===== src/hdl/pde_pkg.sv =====
package pde_pkg;

    localparam int NUM_COEF_REGS  = 6;
    localparam int MAX_COEFFS_DEF = 6;

    localparam int DATA_W = 32;
    localparam int CNT_W  = 3;
    localparam int ORD_W  = 3;
    localparam int IDX_W  = 3;
    localparam int SH_W   = 4;
    localparam int FACT_W = 7;
    // Coefficient magnitude times the largest factorial ratio (120) stays below 2^38.
    localparam int MC_W   = 38;
    localparam int WIDE_W = 64;
    localparam int TP_W   = MC_W + 32;
    localparam int PROD_W = MC_W + WIDE_W;

    localparam logic [IDX_W-1:0] REG_COEF_COUNT = 3'd0;
    localparam logic [IDX_W-1:0] REG_COEF_A     = 3'd1;

    localparam logic [WIDE_W-1:0] ONE_Q16  = 64'd65536;
    localparam logic [WIDE_W-1:0] SAT_POS  = 64'h7fff_ffff_ffff_ffff;
    localparam logic [WIDE_W-1:0] SAT_NEG  = 64'h8000_0000_0000_0000;
    localparam logic [DATA_W-1:0] Q_MAX32  = 32'h7fff_ffff;
    localparam logic [DATA_W-1:0] Q_MIN32  = 32'h8000_0000;

    // j!/(j-k)! indexed by order j, then derivative order k.
    localparam logic [FACT_W-1:0] FACT_TBL [0:NUM_COEF_REGS-1][0:NUM_COEF_REGS-1] = '{
        '{7'd1, 7'd0, 7'd0,  7'd0,  7'd0,   7'd0  },
        '{7'd1, 7'd1, 7'd0,  7'd0,  7'd0,   7'd0  },
        '{7'd1, 7'd2, 7'd2,  7'd0,  7'd0,   7'd0  },
        '{7'd1, 7'd3, 7'd6,  7'd6,  7'd0,   7'd0  },
        '{7'd1, 7'd4, 7'd12, 7'd24, 7'd24,  7'd0  },
        '{7'd1, 7'd5, 7'd20, 7'd60, 7'd120, 7'd120}
    };

    // Running state of one evaluation between the term steps.
    // pt_*: point t, pw_*: current power of t, both in sign and magnitude form.
    typedef struct packed {
        logic [DATA_W-1:0] pt_mag;
        logic              pt_neg;
        logic [WIDE_W-1:0] pw_mag;
        logic              pw_neg;
        logic [WIDE_W-1:0] acc;
        logic [WIDE_W-1:0] term;
    } pde_item_t;

    function automatic logic [WIDE_W-1:0] sat_add64(input logic [WIDE_W-1:0] a,
                                                    input logic [WIDE_W-1:0] b);
        logic [WIDE_W:0]   s;
        logic [WIDE_W-1:0] res;
        s = {a[WIDE_W-1], a} + {b[WIDE_W-1], b};
        if (s[WIDE_W] != s[WIDE_W-1])
        begin
            res = s[WIDE_W] ? SAT_NEG : SAT_POS;
        end
        else
        begin
            res = s[WIDE_W-1:0];
        end
        return res;
    endfunction

    // Magnitude of floor(+/-prod / 2^16), saturated to the signed 64-bit range.
    function automatic logic [WIDE_W-1:0] q16_mag(input logic [PROD_W-1:0] prod,
                                                  input logic              neg);
        logic [PROD_W-17:0] q;
        logic               inc;
        logic [WIDE_W-1:0]  res;
        q   = prod[PROD_W-1:16];
        inc = neg & (|prod[15:0]);
        if (|q[PROD_W-17:WIDE_W-1])
        begin
            res = neg ? SAT_NEG : SAT_POS;
        end
        else
        begin
            res = q[WIDE_W-1:0] + WIDE_W'(inc);
        end
        return res;
    endfunction

    // Two's complement of floor(+/-prod / 2^16), saturated. For a negative
    // product -(q + inc) equals ~q + !inc, so one increment does both.
    function automatic logic [WIDE_W-1:0] q16_signed(input logic [PROD_W-1:0] prod,
                                                     input logic              neg);
        logic [PROD_W-17:0] q;
        logic               inc;
        logic [WIDE_W-1:0]  res;
        q   = prod[PROD_W-1:16];
        inc = neg & (|prod[15:0]);
        if (|q[PROD_W-17:WIDE_W-1])
        begin
            res = neg ? SAT_NEG : SAT_POS;
        end
        else if (neg)
        begin
            res = ~q[WIDE_W-1:0] + {{(WIDE_W-1){1'b0}}, !inc};
        end
        else
        begin
            res = q[WIDE_W-1:0];
        end
        return res;
    endfunction

endpackage


===== src/hdl/pde_front.sv =====
module pde_front #(
    parameter int LANES = pde_pkg::NUM_COEF_REGS
) (
    input  logic                                          clk,
    input  logic                                          rst_n,
    input  logic [pde_pkg::CNT_W-1:0]                     coef_count,
    input  logic [pde_pkg::NUM_COEF_REGS*pde_pkg::DATA_W-1:0] coef_vec,
    input  logic                                          in_valid,
    output logic                                          in_ready,
    input  logic [pde_pkg::DATA_W-1:0]                    in_point,
    input  logic [pde_pkg::ORD_W-1:0]                     in_order,
    output logic                                          out_valid,
    input  logic                                          out_ready,
    output pde_pkg::pde_item_t                            out_item,
    output logic [LANES-1:0][pde_pkg::MC_W-1:0]           out_cmag,
    output logic [LANES-1:0]                              out_cneg
);
    import pde_pkg::*;

    logic                            f1_valid_reg;
    logic [DATA_W-1:0]               f1_point_reg;
    logic [LANES-1:0][DATA_W-1:0]    f1_coef_reg;
    logic [LANES-1:0][FACT_W-1:0]    f1_fact_reg;
    logic [LANES-1:0][DATA_W-1:0]    f1_coef_next;
    logic [LANES-1:0][FACT_W-1:0]    f1_fact_next;

    logic                            f2_valid_reg;
    pde_item_t                       f2_item_reg;
    logic [LANES-1:0][MC_W-1:0]      f2_cmag_reg;
    logic [LANES-1:0]                f2_cneg_reg;
    pde_item_t                       f2_item_next;
    logic [LANES-1:0][MC_W-1:0]      f2_cmag_next;
    logic [LANES-1:0]                f2_cneg_next;

    logic                            f1_rdy;
    logic                            f2_rdy;

    logic [CNT_W-1:0]                n_eff;
    logic [SH_W-1:0]                 shift_slots;
    logic [NUM_COEF_REGS*DATA_W-1:0] aligned;
    logic [LANES-1:0][SH_W-1:0]      lane_order;
    logic [LANES-1:0]                lane_active;
    logic [LANES-1:0][DATA_W-1:0]    lane_cmag;
    logic [LANES-1:0][MC_W-1:0]      lane_prod;

    assign f2_rdy   = !f2_valid_reg || out_ready;
    assign f1_rdy   = !f1_valid_reg || f2_rdy;
    assign in_ready = f1_rdy;

    // Slot s of coef_vec holds the coefficient of order s + count - 6, so a right
    // shift by (6 - count + k) slots puts the order k + i coefficient in lane i.
    // Orders at or above the count shift in as zero.
    always_comb
    begin
        n_eff       = (coef_count > CNT_W'(LANES)) ? CNT_W'(LANES) : coef_count;
        shift_slots = SH_W'(NUM_COEF_REGS) - {1'b0, n_eff} + {1'b0, in_order};
        aligned     = coef_vec >> {shift_slots, 5'd0};
        for (int i = 0; i < LANES; i++)
        begin
            lane_order[i]   = {1'b0, in_order} + SH_W'(i);
            lane_active[i]  = lane_order[i] < {1'b0, n_eff};
            f1_coef_next[i] = aligned[i*DATA_W +: DATA_W];
            f1_fact_next[i] = lane_active[i]
                              ? FACT_TBL[lane_order[i][2:0]][in_order]
                              : '0;
        end
    end

    always_comb
    begin
        f2_item_next.pt_neg = f1_point_reg[DATA_W-1];
        f2_item_next.pt_mag = f1_point_reg[DATA_W-1] ? (~f1_point_reg + 32'd1) : f1_point_reg;
        f2_item_next.pw_mag = ONE_Q16;
        f2_item_next.pw_neg = 1'b0;
        f2_item_next.acc    = '0;
        f2_item_next.term   = '0;
        for (int i = 0; i < LANES; i++)
        begin
            lane_cmag[i]    = f1_coef_reg[i][DATA_W-1] ? (~f1_coef_reg[i] + 32'd1)
                                                        : f1_coef_reg[i];
            lane_prod[i]    = MC_W'(lane_cmag[i]) * MC_W'(f1_fact_reg[i]);
            f2_cmag_next[i] = lane_prod[i];
            f2_cneg_next[i] = f1_coef_reg[i][DATA_W-1];
        end
    end

    always_ff @(posedge clk or negedge rst_n)
    begin
        if (!rst_n)
        begin
            f1_valid_reg <= 1'b0;
            f2_valid_reg <= 1'b0;
        end
        else
        begin
            if (f1_rdy)
            begin
                f1_valid_reg <= in_valid;
            end
            if (f2_rdy)
            begin
                f2_valid_reg <= f1_valid_reg;
            end
        end
    end

    always_ff @(posedge clk)
    begin
        if (f1_rdy && in_valid)
        begin
            f1_point_reg <= in_point;
            f1_coef_reg  <= f1_coef_next;
            f1_fact_reg  <= f1_fact_next;
        end
        if (f2_rdy && f1_valid_reg)
        begin
            f2_item_reg <= f2_item_next;
            f2_cmag_reg <= f2_cmag_next;
            f2_cneg_reg <= f2_cneg_next;
        end
    end

    assign out_valid = f2_valid_reg;
    assign out_item  = f2_item_reg;
    assign out_cmag  = f2_cmag_reg;
    assign out_cneg  = f2_cneg_reg;

endmodule


===== config.mk =====
export PLATFORM = sky130hd
export DESIGN_NAME = pde_front
export DESIGN_NICKNAME = d
export VERILOG_FILES = /design/src/hdl/pde_pkg.sv /design/src/hdl/pde_front.sv
export SDC_FILE = /design/constraint.sdc
export NUM_CORES = 2
export LEC_CHECK = 0
export ABC_AREA = 1
export BUFFER_PORTS_ARGS = -buffer_cell sky130_fd_sc_hd__buf_4
export CAP_MARGIN = 20
export CELL_PAD_IN_SITES_DETAIL_PLACEMENT = 1
export CELL_PAD_IN_SITES_GLOBAL_PLACEMENT = 2
export CORE_MARGIN = 1
export CORE_UTILIZATION = 39
export CTS_BUF_LIST = sky130_fd_sc_hd__clkbuf_4 sky130_fd_sc_hd__clkbuf_8
export DETAILED_ROUTE_END_ITERATION = 6
export MAX_ROUTING_LAYER = met4
export PLACE_DENSITY_LB_ADDON = 0.1
export SLEW_MARGIN = 40
export SYNTH_ARGS = -nofsm -noshare
export SYNTH_HDL_FRONTEND = slang
export SYNTH_SLANG_ARGS = --single-unit

===== constraint.sdc =====
create_clock -name clk -period 31.2 [get_ports clk]
set_input_delay 1.56 -clock clk [delete_from_list [all_inputs] [get_ports clk]]
set_output_delay 1.56 -clock clk [all_outputs]
set_load 0.005 [all_outputs]

==> summary.txt <==
Place
  • Cell Count Post-Placement: roughly 13000
  • Pre-CTS setup slack: between 20 and 25 ns
  • DP HPWL: about 250000 um
  • Global placer's final weighted congestion: approximately 0.94
  • Buffers on Ports: 502
  • DP Area: about 80000 um^2

Worst setup path
  • Critical Path AT: 7.18 ns
  • Sequence of cells on the critical path: inv_2 > ha_1 > nand3_1 > nor2_4 > nand2_2 > o211ai_1 > a21oi_1 > fa_1 > fa_1 > fa_1 > inv_1 > fa_1 > inv_1 > ha_1 > nand2_1 > o21ai_0 > a21oi_1 > nor2_1 > nor2_1 > nand3_1 > nand2_1
  • Critical path required time: roughly 32 ns
  • Setup crit start: f1_coef_reg[128]
  • Most repeated library cell on the critical path: fa_1
  • Source of the worst register-to-register timing path: f1_coef_reg[128]
  • Top fanout value on the critical path: 8
  • Critical path class: register to register
  • Biggest cell delay along the critical path: 0.69 ns
  • Type of origin of the critical path: register
  • Critical path capture point type: register
  • Top cell family by delay on the critical path: adder cells
  • Library cell contributing the largest single delay on the critical path: o211ai_1
  • Critical path buffer and inverter count: 3

Timing
  • Highest Clock Rate: ~150 MHz
  • Sum of negative setup slack: 0 ns
  • Setup repair after global routing missed its margin: false
  • Final clock skew: ~0.067 ns
  • Final critical path time including I/O delays and setup: 6.543 ns
  • Period utilization: 0.2097
  • Final number of max-transition violations: 0
  • Number of endpoints failing setup at the final stage: 0
  • Transition time at the pin with the least slew margin: slightly below 0.9 ns
  • Min setup slack post-route: approximately 25 ns
  • Worst-case headroom to the max-slew limit: 0.4041
  • Number of hold violations in the final report: 0

Synth
  • Sequential share of the synthesized area: 0.2154
  • Yosys reg bits: roughly 540
  • Number of enable-type register cells in the synthesized netlist: 533
  • Mean post-synth cell area: between 7 and 8 um^2
  • Warning count from the yosys run: 0
  • Cell count after synthesis: between 10000 and 15000
  • Cell Area, Synth: roughly 75000 um^2
  • Async S/R FF share, synth: 0.003738
  • Post-synthesis cell type count: 56
  • Top FF cell, synth: edfxtp_1

Clocking
  • # resized after CTS: 0
  • Worst skew pair latency: 0.92 ns
  • Inserted Clock Buffers: 102
  • Hold Buf Count CTS: 0
  • Deepest level of the CTS H-tree: 3
  • Master cell of the clock root buffer: clkbuf_8
  • Total clock sinks: about 540
  • Clock-pin slew on the worst setup and hold paths: around 0.06 ns
  • Clock tree from TritonCTS: done
  • Total setup buffers inserted after CTS: 0
  • Maximum buffer depth of the clock tree: 3

Die
  • Die Ht: ~440 um
  • Horiz. Die Dim: about 440 um
  • Starting density of the core: 0.3924
  • # rows: 160
  • I/O pin count: a little under 700
  • CORE AREA: between 150000 and 200000 um^2
  • Area of the die: 192900 um^2

Pwr
  • PD cells: around 110 nW/um^2
  • Clock group share of total power: 0.090
  • Sequential fraction of design power: 0.156
  • Net Sw Frac: 0.5566
  • Static power due to leakage: approximately 42 nW
  • Internal: 0.003851 W
  • Peak ir drop on the vdd network: between 0.0001 and 0.00015 V
  • Switching power: 0.004834 W
  • Combinational cell fraction of total power: 0.754

Route
  • Remaining number of nets flagged by the antenna check after routing: 0
  • Routed wire length on met2: 147900 um
  • Via density: approximately 5.2
  • Pre-Repair DR Iteration Count: 7
  • Uppermost layer routed: met4
  • Met1 Routed Length: between 100000 and 150000 um
  • # DRC: 2
  • Detailed route wirelength on metal3: about 12000 um
  • Total via count after detailed routing: 68110
  • Total wirelength of the detailed-routed design: 299000 um
  • Drt initial violations: 4185
  • Post-DR wirelength/cell: around 23 um

Final layout
  • Finished Layout Cells: between 10000 and 15000
  • Share of layout cells above drive strength 1: 0.08281
  • Highest-count cells in the layout ignoring fill and taps: 2641 x nand2_1, 1647 x inv_1, 1634 x nor2_1
  • Post-route design area: approximately 80000 um^2
  • Synth-to-Final Area Change: 10.57%
  • Most common library cell in the layout ignoring fill and taps: nand2_1
  • Post-layout net count: about 12000
  • Flip-flop count of the largest register, all copies and words added: around 230

GRT
  • Global-route wire length before repair: between 400000 and 500000 um
  • Initial antenna violation count: 30
  • Maximum number of pins on one net before global-route repair: 165
  • Vias in the first global route: ~72000
  • Global-route usage over all layers: 0.3171
  • Global route overflow: 0

Run status
  • Failing checks: DRC
  • Status: finished with violations

Run
  • Max-cap violations: 0

Worst hold path
  • Type of the most critical hold path: input pin to asynchronous set/reset pin
-- synth_stat cells, types with 3 or more instances --
cell type  number  area, um^2
nand2_1      2641        9913
inv_1        1653        6205
nor2_1       1634        6133
fa_1          892       17860
nand3_1       541        2708
edfxtp_1      533       16010
ha_1          366        4579
a21oi_1       329        1647
o21ai_0       221        1106
buf_4         193        1449
clkbuf_1      182       683.2
xor2_1        152        1331
a211oi_1       98       735.7
nor3_1         97       485.5
nand4_1        84       525.5
o21bai_1       47       352.8
buf_2          45       225.2
clkinv_1       36       135.1
or2_2          33       206.5
a31oi_1        32       200.2
xnor2_1        27       236.5
nor2_2         22       137.6
o211ai_1       22       165.2
nand3b_1       20       150.1
buf_1          19       71.32
a21o_1         18       135.1
inv_2          17       63.81
and2_1         14       87.58
nand2_2        13       81.33
nor2_4         12       135.1
xor2_2         10       162.7
nand3_2         8       80.08
o21ai_1         8       40.04
nor4_1          7       43.79
o21a_1          6       45.04
or2_1           5       31.28
a21boi_0        4       30.03
buf_6           4       45.04
o21ai_2         4       35.03
a22oi_1         3       22.52
or3_1           3       18.77
-- area by class of cell --
cell class | count | area [um^2]
fill | 23940 | 107600
multi-input combinational | 7585 | 50400
sequential | 535 | 16060
inverter | 1707 | 6469
timing repair buffer | 541 | 4133
tap | 2511 | 3142
clock buffer | 117 | 1516
clock inverter | 69 | 635.6
antenna | 26 | 65.06
-- worst paths after layout --
kind | to | slack, ns | depth (start not counted)
setup / recovery | out_cmag[184] | 24.66 | 21
hold / removal | f1_valid_reg | 0.42 | 1
setup reg to reg | out_cmag[184] | 24.66 | 21
hold reg to reg | out_item[194] | 0.46 | 0
max in group asynchronous | out_valid | 30.69 | 1
min in group clk | out_item[194] | 0.46 | 0
-- kinds of logic (layout without fill, tap and decap cells) --
logic type / count (synthesis) / after routing / share of synthesized area
adder cells (fa/ha/maj): 1258 / 1258 / 0.3010
buffers and inverters: 2150 / 2434 / 0.1192
XOR/XNOR: 191 / 191 / 0.02380
flip-flops: 535 / 535 / 0.2154
other: 2 / 222 / 0.0001008
AND/OR/NAND/NOR: 5143 / 5143 / 0.2794
AO/OA/AOI/OAI: 797 / 797 / 0.06112
-- stage by stage --
step | total power (W) | utilization | hold slack (ns)
3_5_place_dp | 0.007933 | 0.4218 | 0.4439
6_report | 0.008686 | 0.4338 | 0.4198
4_1_cts | 0.008781 | 0.4331 | 0.3322
5_1_grt | 0.009617 | 0.4338 | 0.3889
3_3_place_gp | 0.007826 | 0.4214 | 0.4359
2_1_floorplan | 0.005705 | - | 0.4206
-- metal layers --
layer  global-route usage  vias to the layer above
li1                     -                    31610
met1               0.3819                    34280
met2               0.5337                     1730
met3              0.02580                      493
met4               0.1569                        0
met5                    -                        -
-- power groups by stage --
stage	registers [W]	logic [W]	clock network, W
6_report	0.00136	0.00655	0.000778
5_1_grt	0.00137	0.00742	0.000823
4_1_cts	0.00136	0.00662	0.000801
3_5_place_dp	0.00137	0.00656	0
3_3_place_gp	0.00137	0.00646	0
2_1_floorplan	0.00136	0.00435	0
-- worst reg2reg max path: stages (launching register included) --
cell and delay [ns]:
edfxtp_1 0.58, inv_2 0.14, ha_1 0.23, nand3_1 0.25
nor2_4 0.27, nand2_2 0.10, o211ai_1 0.69, a21oi_1 0.21
fa_1 0.59, fa_1 0.46, fa_1 0.52, inv_1 0.06
fa_1 0.49, inv_1 0.05, ha_1 0.41, nand2_1 0.16
o21ai_0 0.45, a21oi_1 0.23, nor2_1 0.18, nor2_1 0.08
nand3_1 0.08, nand2_1 0.05
Note: power is estimated with default switching activity, not from simulation.
