File: config.mk
export PLATFORM = sky130hd
export DESIGN_NAME = pde_tail
export DESIGN_NICKNAME = d
export VERILOG_FILES = /design/src/hdl/pde_pkg.sv /design/src/hdl/pde_tail.sv
export SDC_FILE = /design/constraint.sdc
export NUM_CORES = 1
export LEC_CHECK = 0
export BUFFER_PORTS_ARGS = -buffer_cell sky130_fd_sc_hd__buf_2
export CORE_MARGIN = 2
export CORE_UTILIZATION = 45
export DETAILED_ROUTE_END_ITERATION = 16
export PLACE_DENSITY = 0.73
export SETUP_SLACK_MARGIN = 0.1
export SYNTH_ARGS = -nofsm -noshare
export SYNTH_HDL_FRONTEND = slang
export SYNTH_SLANG_ARGS = --single-unit
File: constraint.sdc
create_clock -name clk -period 2.9 [get_ports clk]
set_clock_uncertainty 0.2 [all_clocks]
set_input_delay 0.145 -clock clk [delete_from_list [all_inputs] [get_ports clk]]
set_output_delay 0.145 -clock clk [all_outputs]
set_load 0.01 [all_outputs]
File: src/hdl/pde_pkg.sv
package pde_pkg;

    localparam int NUM_COEF_REGS  = 6;
    localparam int MAX_COEFFS_DEF = 6;

    localparam int DATA_W = 32;
    localparam int CNT_W  = 3;
    localparam int ORD_W  = 3;
    localparam int IDX_W  = 3;
    localparam int SH_W   = 4;
    localparam int FACT_W = 7;
    // Coefficient magnitude times the largest factorial ratio (120) stays below 2^38.
    localparam int MC_W   = 38;
    localparam int WIDE_W = 64;
    localparam int TP_W   = MC_W + 32;
    localparam int PROD_W = MC_W + WIDE_W;

    localparam logic [IDX_W-1:0] REG_COEF_COUNT = 3'd0;
    localparam logic [IDX_W-1:0] REG_COEF_A     = 3'd1;

    localparam logic [WIDE_W-1:0] ONE_Q16  = 64'd65536;
    localparam logic [WIDE_W-1:0] SAT_POS  = 64'h7fff_ffff_ffff_ffff;
    localparam logic [WIDE_W-1:0] SAT_NEG  = 64'h8000_0000_0000_0000;
    localparam logic [DATA_W-1:0] Q_MAX32  = 32'h7fff_ffff;
    localparam logic [DATA_W-1:0] Q_MIN32  = 32'h8000_0000;

    // j!/(j-k)! indexed by order j, then derivative order k.
    localparam logic [FACT_W-1:0] FACT_TBL [0:NUM_COEF_REGS-1][0:NUM_COEF_REGS-1] = '{
        '{7'd1, 7'd0, 7'd0,  7'd0,  7'd0,   7'd0  },
        '{7'd1, 7'd1, 7'd0,  7'd0,  7'd0,   7'd0  },
        '{7'd1, 7'd2, 7'd2,  7'd0,  7'd0,   7'd0  },
        '{7'd1, 7'd3, 7'd6,  7'd6,  7'd0,   7'd0  },
        '{7'd1, 7'd4, 7'd12, 7'd24, 7'd24,  7'd0  },
        '{7'd1, 7'd5, 7'd20, 7'd60, 7'd120, 7'd120}
    };

    // Running state of one evaluation between the term steps.
    // pt_*: point t, pw_*: current power of t, both in sign and magnitude form.
    typedef struct packed {
        logic [DATA_W-1:0] pt_mag;
        logic              pt_neg;
        logic [WIDE_W-1:0] pw_mag;
        logic              pw_neg;
        logic [WIDE_W-1:0] acc;
        logic [WIDE_W-1:0] term;
    } pde_item_t;

    function automatic logic [WIDE_W-1:0] sat_add64(input logic [WIDE_W-1:0] a,
                                                    input logic [WIDE_W-1:0] b);
        logic [WIDE_W:0]   s;
        logic [WIDE_W-1:0] res;
        s = {a[WIDE_W-1], a} + {b[WIDE_W-1], b};
        if (s[WIDE_W] != s[WIDE_W-1])
        begin
            res = s[WIDE_W] ? SAT_NEG : SAT_POS;
        end
        else
        begin
            res = s[WIDE_W-1:0];
        end
        return res;
    endfunction

    // Magnitude of floor(+/-prod / 2^16), saturated to the signed 64-bit range.
    function automatic logic [WIDE_W-1:0] q16_mag(input logic [PROD_W-1:0] prod,
                                                  input logic              neg);
        logic [PROD_W-17:0] q;
        logic               inc;
        logic [WIDE_W-1:0]  res;
        q   = prod[PROD_W-1:16];
        inc = neg & (|prod[15:0]);
        if (|q[PROD_W-17:WIDE_W-1])
        begin
            res = neg ? SAT_NEG : SAT_POS;
        end
        else
        begin
            res = q[WIDE_W-1:0] + WIDE_W'(inc);
        end
        return res;
    endfunction

    // Two's complement of floor(+/-prod / 2^16), saturated. For a negative
    // product -(q + inc) equals ~q + !inc, so one increment does both.
    function automatic logic [WIDE_W-1:0] q16_signed(input logic [PROD_W-1:0] prod,
                                                     input logic              neg);
        logic [PROD_W-17:0] q;
        logic               inc;
        logic [WIDE_W-1:0]  res;
        q   = prod[PROD_W-1:16];
        inc = neg & (|prod[15:0]);
        if (|q[PROD_W-17:WIDE_W-1])
        begin
            res = neg ? SAT_NEG : SAT_POS;
        end
        else if (neg)
        begin
            res = ~q[WIDE_W-1:0] + {{(WIDE_W-1){1'b0}}, !inc};
        end
        else
        begin
            res = q[WIDE_W-1:0];
        end
        return res;
    endfunction

endpackage

File: src/hdl/pde_tail.sv
module pde_tail (
    input  logic                        clk,
    input  logic                        rst_n,
    input  logic                        in_valid,
    output logic                        in_ready,
    input  pde_pkg::pde_item_t          in_item,
    output logic                        out_valid,
    input  logic                        out_ready,
    output logic [pde_pkg::DATA_W-1:0]  out_value,
    output logic                        out_overflow
);
    import pde_pkg::*;

    logic              t1_valid_reg;
    logic [WIDE_W-1:0] t1_acc_reg;
    logic              t2_valid_reg;
    logic [DATA_W-1:0] t2_value_reg;
    logic              t2_ovf_reg;
    logic [DATA_W-1:0] t2_value_next;
    logic              t2_ovf_next;
    logic              in_range;
    logic              t1_rdy;
    logic              t2_rdy;

    assign t2_rdy   = !t2_valid_reg || out_ready;
    assign t1_rdy   = !t1_valid_reg || t2_rdy;
    assign in_ready = t1_rdy;

    // The sum fits in 32 bits when bits 63 down to 31 all agree.
    always_comb
    begin
        in_range      = (&t1_acc_reg[WIDE_W-1:DATA_W-1]) || !(|t1_acc_reg[WIDE_W-1:DATA_W-1]);
        t2_ovf_next   = !in_range;
        if (in_range)
        begin
            t2_value_next = t1_acc_reg[DATA_W-1:0];
        end
        else
        begin
            t2_value_next = t1_acc_reg[WIDE_W-1] ? Q_MIN32 : Q_MAX32;
        end
    end

    always_ff @(posedge clk or negedge rst_n)
    begin
        if (!rst_n)
        begin
            t1_valid_reg <= 1'b0;
            t2_valid_reg <= 1'b0;
        end
        else
        begin
            if (t1_rdy)
            begin
                t1_valid_reg <= in_valid;
            end
            if (t2_rdy)
            begin
                t2_valid_reg <= t1_valid_reg;
            end
        end
    end

    always_ff @(posedge clk)
    begin
        if (t1_rdy && in_valid)
        begin
            t1_acc_reg <= sat_add64(in_item.acc, in_item.term);
        end
        if (t2_rdy && t1_valid_reg)
        begin
            t2_value_reg <= t2_value_next;
            t2_ovf_reg   <= t2_ovf_next;
        end
    end

    assign out_valid    = t2_valid_reg;
    assign out_value    = t2_value_reg;
    assign out_overflow = t2_ovf_reg;

endmodule

==> summary.md, run 1 <==
| Metric | Value |
|---|---|
| Ys flop type | edfxtp_1 |
| Post-Synth Adder-Cell Area | 10.48% |
| Antenna fix cells | 0 |
| Clk Latency, worst-skew pair | 0.34 ns |
| Worst setup path category | input pin to register |
| Top achievable clock speed | 338.3 MHz |
| Final period utilization | 101.9% |
| Nets | 1,480 |
| Worst Hold Launch | in_item[64] |
| Final-report hold violation count | 0 |
| Worst Hold Path EP | t1_acc_reg[0] |
| Seq cells post-synth | 99 |
| Horiz. Die Dim | 135.9 µm |
| Clock buffer depth | 2 |
| Max-slew violations | 0 |
| Initial antenna violation count | 0 |
| Main combinational cell family by area after synthesis | compound AO/OA/AOI/OAI gates |
| Layout cells sized above 1 | 39.08% |
| CP max FO | 7 |
| Register area | 2963 µm² |
| Final Wtd Congestion | 0.9288 |
| Ys async rst share | 2.020% |
| Worst hold path depth | 3 |
| RSZ-0062 raised after global routing | true |
| Max H-tree Level | 3 |
| CP Capture Type | register |
| Vias in the first global route | 7,430 |
| WL final | 23,450 µm |
| Failing checks | negative setup slack |
| Final setup fails | 43 |
| Pre-CTS setup slack | -0.5287 ns |
| Vias | 7,930 |
| Core footprint | 17,180 µm² |
| Unique cell type count in the Yosys netlist | 65 |
| Final Non-Filler Cells | 1,415 |
| Area of the multi-input gates | 4981 µm² |
| Area share of and/or/nand/nor cells after synthesis | 13.09% |
| Period minus WS final | 2.956 ns |
| DR pass1 iterations | 6 |
| Syn Inst Count | 822 |
| Outcome | finished with violations |
| DRT iter0 DRCs | 730 |
| Slew HR | 21.82% |
| Arrival time worst endpoint | 2.86 ns |
| CP Data Required Time | 2.80 ns |
| Total negative slack | -1.484 ns |
| Clk slew on worst S/H paths | 0.07 ns |
| Fillcell total | 1,393 |
| Via/cell ratio | 5.604 |
| Lkg Pwr | 0.005288 µW |
| Post-synth EDFFs | 97 |
| Worst setup SP type | input pin |
| Post-synthesis mux area share | 0.8949% |
| Total CTS buffers | 9 |
| Cells after DPL | 1,372 |
| DRC violations left | 0 |
| XOR/XNOR share of the synthesized area | 6.600% |
| Syn avg cell area | 9.526 µm² |
| Pwr/cell area | 479.7 nW/µm² |
| Worst-margin pin slew | 1.171 ns |
| CTS root buf | clkbuf_16 |
| R2R Setup Slk | 0.29 ns |
| ANT nets after route | 0 |
| Initial Utilization | 45.59% |
| First-pass GRT wire length | 36,690 µm |
| Placed instance area | 10,420 µm² |
| Die height | 135.9 µm |
| CTS tree | built |
| RR Endpoint | out_value[25] |
| Clk sinks | 99 |
| Compound-cell area share of the yosys netlist | 27.63% |
| HPWL after DPL | 17,630 µm |
| Row count | 48 |
| Max FFs per register | 64 |
| IO Count | 265 |
| Most frequent cells in the layout | 198 x buf_4, 162 x buf_2, 109 x a21o_1, 97 x edfxtp_1, 79 x a21oi_1 |
| Synthesized cell area | 7830 µm² |
| Final setup margin | -0.05623 ns |
| Synth-to-layout area growth | 43.78% |
| Syn. warnings | 0 |
| Die ar. | 18,470 µm² |
| Port Buffers | 166 |
| Launch point of the worst reg-to-reg path | t1_acc_reg[31] |
| Grt ovf | 0 |
| Most common cell after layout, fill and taps aside | buf_4 |
| Max_cap viols | 0 |
| GRT Overall Usage | 24.99% |
| Total power | 5400 µW |
| Wire per inst | 16.57 µm |
| Post-synthesis sequential area ratio | 37.84% |
| Post-layout instance area | 11,260 µm² |
| Largest net degree at the start of global routing | 42 |
| Maximum vdd drop | 0.3889 mV |
| Hold/Removal Path Class | input pin to register |
| Syn_nets | 1,117 |
| Reg2reg path depth | 6 |
## cell type report
class	count	share of cell area, %
repair buffers	383	23.66
clock inverters	6	0.3445
clock buffers	10	2.034
well taps	225	2.501
multi-input cells	665	44.24
flip-flops and latches	99	26.32
inverters	27	0.9002
## cells by family after synthesis
| logic type | after synthesis |
|---|---|
| AOI/OAI and AO/OA | 326 |
| and+or+nand+nor | 207 |
| DFF | 99 |
| adders and majority gates | 65 |
| buffers and inverters | 62 |
| xor gates and xnor gates | 59 |
| muxes | 4 |
## worst max path at each step
stage / from / slack [ns] / end / cells past startpoint
2_1_floorplan: in_item[96] / -0.11 / t1_acc_reg[12] / 12
3_3_place_gp: in_item[14] / -0.56 / t1_acc_reg[61] / 13
4_1_cts: in_item[96] / 0.03 / t1_acc_reg[11] / 14
3_5_place_dp: in_item[14] / -0.53 / t1_acc_reg[61] / 13
5_1_grt: in_item[11] / -0.14 / t1_acc_reg[18] / 16
6_report: in_item[0] / -0.06 / t1_acc_reg[10] / 18
## through the flow
step,hold WS (ns),utilization [%]
after CTS,0.01806,64.01
after global placement,-0.2677,60.66
after global routing,0.03970,65.54
after detailed placement,-0.2617,60.66
after floorplan,-0.3506,-
final,0.02683,65.54
## critical path: stages
cell and delay [ns]:
buf_2 0.11, ha_4 0.16, inv_2 0.05, fa_2 0.20, nor2b_2 0.05, o2111ai_2 0.22, a21oi_2 0.09, buf_4 0.16
nor2_4 0.12, o21ai_4 0.07, a31o_4 0.22, a211o_1 0.35, a21oi_4 0.22, buf_6 0.13, mux2i_4 0.06, buf_12 0.16
clkbuf_16 0.16, a21o_1 0.16
## repair_timing
item | in CTS | in global routing
hold endpoints to repair | 4 | 0
gates cloned | 4 | 5
setup endpoints to repair | 63 | 63
resized for setup | 28 | 23
hold buffers | 5 | 0
buffers inserted | 7 | 6
pin swaps | 9 | 9
## power by group
part,leakage (µW),switching [µW],total [µW],internal [µW]
combinational,0.00421,1160,2320,1150
sequential,0.000950,97.1,2000,1900
clock,0.000131,506,1090,582
## per-layer routing
metal	track usage, %	up-vias	share of wire (%)
met3	2.946	42	6.9
li1	-	3851	-
met2	39.51	358	46
met5	0	-	0
met1	36.31	3679	46
met4	6.771	0	1.7
## Yosys cell counts, drive strengths merged (7+ instances only)
master | number | area, µm²
o21ai | 59 | 332.8
inv | 27 | 101.4
xor2 | 24 | 210.2
buf | 14 | 91.33
o21bai | 19 | 142.6
and2 | 10 | 62.56
nand4 | 27 | 168.9
edfxtp | 97 | 2913
clkbuf | 21 | 78.83
nand2 | 60 | 225.2
ha | 64 | 800.8
nor4 | 11 | 68.82
xnor2 | 35 | 306.5
a31oi | 7 | 58.81
nand3 | 10 | 50.05
a21o | 109 | 818.3
nor2 | 46 | 172.7
a21oi | 89 | 449.2
nor3 | 10 | 50.05
and3 | 9 | 61.31
Note: power is estimated with default switching activity, not from simulation.
==> run 2: changes to the inputs <==
--- a/config.mk
+++ b/config.mk
@@ -9,6 +9,7 @@
 export CORE_MARGIN = 2
 export CORE_UTILIZATION = 45
 export DETAILED_ROUTE_END_ITERATION = 16
+export GPL_TIMING_DRIVEN = 0
 export PLACE_DENSITY = 0.73
 export SETUP_SLACK_MARGIN = 0.1
 export SYNTH_ARGS = -nofsm -noshare
==> run 2 against run 1 <==
  * Largest cell class unchanged
  * Design area shrank 8.3%
  * Non-clock buffer count shrank 141
  * Setup slack worse by 0.13 ns
  * The flow still finishes with violations (negative setup slack)
  * Count of clock-buffer cells in the layout is the same
  * Die area unchanged
  * Power is 2.1% lower
  * Critical endpoint is now t1_acc_reg[11]
  * Wire length decreased by 11%
  * Sequential share of layout area grew 2.4 points
  * Maximum frequency fell by 4.1%
  * Worst hold slack worse by 0.0094 ns
  * Flip-flop and latch count unchanged
==> summary.md, run 2 (synthesis gave the netlist of run 1 again) <==
| Metric | Value |
|---|---|
| HPWL after DPL | 15,870 µm |
| CP Capture Type | register |
| Worst hold path depth | 3 |
| Launch point of the worst reg-to-reg path | t1_acc_reg[57] |
| Slew HR | 10.73% |
| CP max-delay cell | mux2_4 |
| Nets | 1,335 |
| Initial antenna violation count | 0 |
| Final-report hold violation count | 0 |
| Clk sinks | 99 |
| Total CTS buffers | 9 |
| Period minus WS final | 3.082 ns |
| Clock buffer depth | 2 |
| Cells after DPL | 1,214 |
| Clock power frac | 23.7% |
| Hold/Removal Path Class | input pin to register |
| R2R Setup Slk | 0.21 ns |
| Horiz. Die Dim | 135.9 µm |
| Worst setup SP type | input pin |
| Die ar. | 18,470 µm² |
| Port Buffers | 166 |
| First-pass GRT wire length | 32,990 µm |
| Final Non-Filler Cells | 1,270 |
| Max-slew violations | 0 |
| CP max FO | 7 |
| RSZ-0062 raised after global routing | true |
| WL final | 20,980 µm |
| Max H-tree Level | 3 |
| Core footprint | 17,180 µm² |
| CTS tree | built |
| Maximum vdd drop | 0.3247 mV |
| Top achievable clock speed | 324.5 MHz |
| Worst-margin pin slew | 1.339 ns |
| Worst Hold Path EP | t1_acc_reg[0] |
| Critical path's most frequent cell | a21oi_4 |
| Pwr/cell area | 512.0 nW/µm² |
| Die height | 135.9 µm |
| Clk slew on worst S/H paths | 0.07 ns |
| Layout cells sized above 1 | 32.44% |
| Grt ovf | 0 |
| Via/cell ratio | 5.610 |
| DR pass1 iterations | 5 |
| Wire per inst | 16.52 µm |
| Final setup fails | 63 |
| IO Count | 265 |
| P_int | 3614 µW |
| Sequential Power Share | 37.5% |
| Most frequent cells in the layout | 165 x buf_2, 109 x a21o_1, 97 x edfxtp_1, 72 x a21oi_1, 58 x nand2_1 |
| Total negative slack | -9.402 ns |
| Comb pwr share | 38.7% |
| RR Endpoint | out_value[17] |
| CP Data Required Time | 2.79 ns |
| Switching Power | 1673 µW |
| DRT iter0 DRCs | 474 |
| Max_cap viols | 0 |
| Outcome | finished with violations |
| DRC violations left | 0 |
| Final Wtd Congestion | 0.9501 |
| GRT Overall Usage | 22.53% |
| Worst Hold Launch | in_item[0] |
| Max FFs per register | 64 |
| Switching share of power | 31.64% |
| Vias | 7,125 |
| Final setup margin | -0.1815 ns |
| Failing checks | negative setup slack |
| Initial Utilization | 45.59% |
| Worst path max stage delay | 0.38 ns |
| CP Cell Sequence | buf_2 -> ha_1 -> a21oi_4 -> o211ai_1 -> a221oi_2 -> nand3_2 -> a21boi_4 -> a31oi_4 -> o221ai_4 -> buf_6 -> a21oi_4 -> mux2_4 -> buf_8 -> a21o_1 |
| Lkg Pwr | 0.004530 µW |
| CTS root buf | clkbuf_16 |
| Row count | 48 |
| Synth-to-layout area growth | 31.86% |
| Reg2reg path depth | 7 |
| CP bufs+invs | 3 |
| CP top delay family | compound AO/OA/AOI/OAI gates |
| Vias in the first global route | 6,593 |
| Clk Latency, worst-skew pair | 0.34 ns |
| Pre-CTS setup slack | -0.8804 ns |
| Arrival time worst endpoint | 2.97 ns |
| Most common cell after layout, fill and taps aside | buf_2 |
| Largest net degree at the start of global routing | 41 |
| Antenna fix cells | 0 |
| Worst setup path category | input pin to register |
| Final period utilization | 106.3% |
| ANT nets after route | 0 |
==> run 2: worst max-delay path by stage <==
stage                      from             end  slack [ns]  cells after the start
finish              in_item[11]  t1_acc_reg[11]       -0.18                     14
global route        in_item[48]  t1_acc_reg[14]       -0.21                     15
CTS                 in_item[16]  t1_acc_reg[11]       -0.11                     15
detailed placement   in_item[6]  t1_acc_reg[36]       -0.88                     13
global placement     in_item[6]  t1_acc_reg[28]       -0.80                     13
floorplan           in_item[96]  t1_acc_reg[12]       -0.11                     12
==> run 2: metal layers <==
layer	routed length [µm]	up-vias	global-route usage, %
met3	1281	25	2.573
met4	315	0	5.845
met2	9261	259	35.07
met1	10120	3285	33.33
met5	0	-	0
li1	-	3556	-
==> run 2: worst min-delay path, delay by kind of cell <==
family	cells	cell delay, ns
AO/OA/AOI/OAI	1	0.09
adder cells (fa/ha/maj)	1	0.12
buffers and inverters	1	0.10
==> run 2: what timing repair did <==
| action | in CTS | in global routing |
|---|---|---|
| endpoints found under the setup margin | 95 | 93 |
| hold buffers | 5 | 0 |
| cloned | 4 | 1 |
| pin swaps | 32 | 31 |
| endpoints found under the hold margin | 4 | 0 |
| buffers inserted | 24 | 8 |
| gates resized for setup | 67 | 61 |
==> run 2: layout make-up <==
cell class | instances | area [µm²]
buffer | 33 | 239.0
clock buffer | 10 | 229.0
clock inverter | 6 | 88.84
fill | 1475 | 6852
inverter | 27 | 101.3
multi-input combinational | 661 | 5150
sequential | 99 | 2963
tap | 225 | 281.5
timing repair buffer | 209 | 1272
==> run 2: power groups by stage <==
stage | Combinational, µW | Clock [µW] | Sequential (µW)
final | 2050 | 1250 | 1980
after detailed placement | 1710 | 0 | 2010
after floorplan | 1230 | 0 | 2010
after global routing | 2240 | 1330 | 2000
after global placement | 1710 | 0 | 2000
after CTS | 1950 | 1260 | 1990
==> run 2: stage by stage <==
stage               power (µW)  hold WS, ns  utilization, %  instance area (µm²)
floorplan                 3237      -0.3506               -                 7984
global placement          3712      -0.2671           52.96                 9096
detailed placement        3722      -0.2652           53.08                 9117
CTS                       5192      0.01350           58.56                10060
global route              5564      0.01772           60.11                10320
finish                    5287      0.01748           60.11                10320
==> run 3: changes to the inputs <==
--- a/config.mk
+++ b/config.mk
@@ -8,9 +8,10 @@
 export BUFFER_PORTS_ARGS = -buffer_cell sky130_fd_sc_hd__buf_2
 export CORE_MARGIN = 2
 export CORE_UTILIZATION = 45
+export CTS_BUF_LIST = sky130_fd_sc_hd__clkbuf_8
 export DETAILED_ROUTE_END_ITERATION = 16
 export GPL_TIMING_DRIVEN = 0
-export PLACE_DENSITY = 0.73
+export PLACE_DENSITY = 0.76
 export SETUP_SLACK_MARGIN = 0.1
 export SYNTH_ARGS = -nofsm -noshare
 export SYNTH_HDL_FRONTEND = slang
==> constraint.sdc (replaced) <==
create_clock -name clk -period 2.65 [get_ports clk]
set_clock_uncertainty 0.2 [all_clocks]
set_input_delay 0.1325 -clock clk [delete_from_list [all_inputs] [get_ports clk]]
set_output_delay 0.1325 -clock clk [all_outputs]
set_load 0.01 [all_outputs]
==> run 3 against run 2 <==
  * Largest power group unchanged
  * Design area decreased by 0.75%
  * Highest routed layer unchanged
  * The flow still finishes with violations (negative setup slack)
  * Die area unchanged
  * Clock power decreased by 18%
  * Non-clock buffer count shrank 2
  * Combinational power increased by 11%
  * Setup slack worse by 0.13 ns
  * Largest cell class unchanged
  * Via count is 2.2% higher
==> summary.md, run 3 (synthesis gave the netlist of run 1 again) <==
| Metric | Value |
|---|---|
| Top achievable clock speed | 337.2 MHz |
| P_int | 3680 µW |
| Clock power frac | 18.8% |
| Most common cell after layout, fill and taps aside | buf_2 |
| WL final | 21,310 µm |
| DRC violations left | 0 |
| Max_cap viols | 0 |
| Clock buffer depth | 2 |
| Antenna fix cells | 0 |
| Placed instance area | 9097 µm² |
| CP bufs+invs | 3 |
| Post-layout instance area | 10,250 µm² |
| Clk slew on worst S/H paths | 0.10 ns |
| Worst setup path category | input pin to register |
| Vias | 7,281 |
| Final-report hold violation count | 0 |
| First-pass GRT wire length | 32,980 µm |
| Max FFs per register | 64 |
| Row count | 48 |
| Grt ovf | 0 |
| Nets | 1,334 |
| Register area | 2963 µm² |
| Die height | 135.9 µm |
| Final Non-Filler Cells | 1,269 |
| Most frequent cells in the layout | 165 x buf_2, 109 x a21o_1, 97 x edfxtp_1, 74 x a21oi_1, 59 x nand2_1 |
| Area of the multi-input gates | 5166 µm² |
| Clk Latency, worst-skew pair | 0.36 ns |
| DRT iter0 DRCs | 547 |
| ANT nets after route | 0 |
| CP max-delay cell | a211o_4 |
| Initial antenna violation count | 0 |
| IO Count | 265 |
| Failing checks | negative setup slack |
| Pwr/cell area | 536.2 nW/µm² |
| CP max FO | 6 |
| GRT Overall Usage | 22.29% |
| Fillcell total | 1,482 |
| Clk sinks | 99 |
| Comb pwr share | 41.5% |
| Lkg Pwr | 0.004510 µW |
| Maximum vdd drop | 0.3101 mV |
| Total CTS buffers | 9 |
| Largest net degree at the start of global routing | 65 |
| HPWL after DPL | 15,730 µm |
| DR pass1 iterations | 5 |
| Cells after DPL | 1,213 |
| Initial Utilization | 45.59% |
| Worst path max stage delay | 0.37 ns |
| CTS tree | built |
| Max-slew violations | 0 |
| Max H-tree Level | 3 |
| Worst setup SP type | input pin |
| Final setup fails | 63 |
| RSZ-0062 raised after global routing | true |
| Port Buffers | 166 |
| Switching Power | 1815 µW |
| Core footprint | 17,180 µm² |
| Final setup margin | -0.3156 ns |
| Switching share of power | 33.03% |
| CTS root buf | clkbuf_8 |
| Arrival time worst endpoint | 2.88 ns |
| Hold/Removal Path Class | input pin to register |
| Total negative slack | -18.30 ns |
| Final Wtd Congestion | 0.9348 |
| Outcome | finished with violations |
| Die ar. | 18,470 µm² |
| CP Cell Sequence | buf_2 -> ha_4 -> inv_2 -> fa_2 -> nor2b_4 -> o2111ai_4 -> a21oi_4 -> nor2_4 -> o21ai_4 -> a31o_4 -> a211o_4 -> and3_4 -> mux2_4 -> buf_6 -> a21o_1 |
| Final period utilization | 111.9% |
| Worst hold slack | 0.1401 ns |
| Layout cells sized above 1 | 33.05% |
| Wire per inst | 16.79 µm |
| Vias in the first global route | 6,617 |
| CP Data Required Time | 2.56 ns |
| Slew HR | 45.17% |
| Horiz. Die Dim | 135.9 µm |
| Synth-to-layout area growth | 30.87% |
| CP Capture Type | register |
| Sequential Power Share | 39.7% |
| Via/cell ratio | 5.738 |
| Period minus WS final | 2.966 ns |
| Worst-margin pin slew | 0.8225 ns |
| CP top delay family | compound AO/OA/AOI/OAI gates |
==> run 3: final timing paths <==
path / start / cells after the start / to / slack [ns]
setup / recovery: in_item[0] / 15 / t1_acc_reg[24] / -0.32
min in group asynchronous: rst_n / 3 / t1_valid_reg / 0.41
hold / removal: in_item[66] / 4 / t1_acc_reg[2] / 0.14
hold reg to reg: t1_valid_reg / 1 / out_valid / 0.30
setup reg to reg: t1_acc_reg[60] / 7 / out_value[12] / 0.17
max in group asynchronous: rst_n / 3 / out_valid / 1.72
==> run 3: metal layers <==
layer  track usage (%)  part of all wire (%)  vias to the layer above
met5                 0                     0                        -
met4             4.861                   1.0                        0
met3             2.051                   6.7                       23
met2             35.41                    46                      285
met1             33.07                    46                     3422
li1                  -                     -                     3551
==> run 3: layout make-up <==
| cell class | count | share of cell area [%] |
|---|---|---|
| multi-input combinational | 662 | 50.42 |
| sequential | 99 | 28.91 |
| timing repair buffer | 208 | 12.38 |
| tap | 225 | 2.747 |
| buffer | 32 | 2.466 |
| clock buffer | 9 | 1.209 |
| inverter | 27 | 0.9890 |
| clock inverter | 7 | 0.8791 |
==> run 3: timing repair <==
action                     in CTS  in global routing
hold buffers                    6                  0
gates resized for setup        65                 83
cloned                          8                  0
buffers inserted               22                  7
setup endpoints to repair      96                 95
hold endpoints to repair        5                  0
pin swaps                      24                 23
==> run 3: power by group through the flow <==
| stage | combinational (µW) | clock (µW) | sequential [µW] |
|---|---|---|---|
| global placement | 1860 | 0 | 2190 |
| CTS | 2130 | 1040 | 2180 |
| global route | 2480 | 1110 | 2200 |
| floorplan | 1340 | 0 | 2200 |
| detailed placement | 1870 | 0 | 2200 |
| finish | 2280 | 1030 | 2180 |
==> run 3: tightest hold or removal path, stage by stage <==
cell and delay [ns]:
buf_2 0.10, ha_4 0.15, xnor2_1 0.12, a21o_1 0.11
==> run 3: per-stage QoR <==
stage / worst slack (ns) / power, µW / util, %
after floorplan: -0.3426 / 3541 / -
after CTS: -0.3361 / 5348 / 57.62
after global placement: -1.006 / 4054 / 52.96
after detailed placement: -1.044 / 4073 / 52.96
final: -0.3156 / 5494 / 59.66
after global routing: -0.3762 / 5793 / 59.66
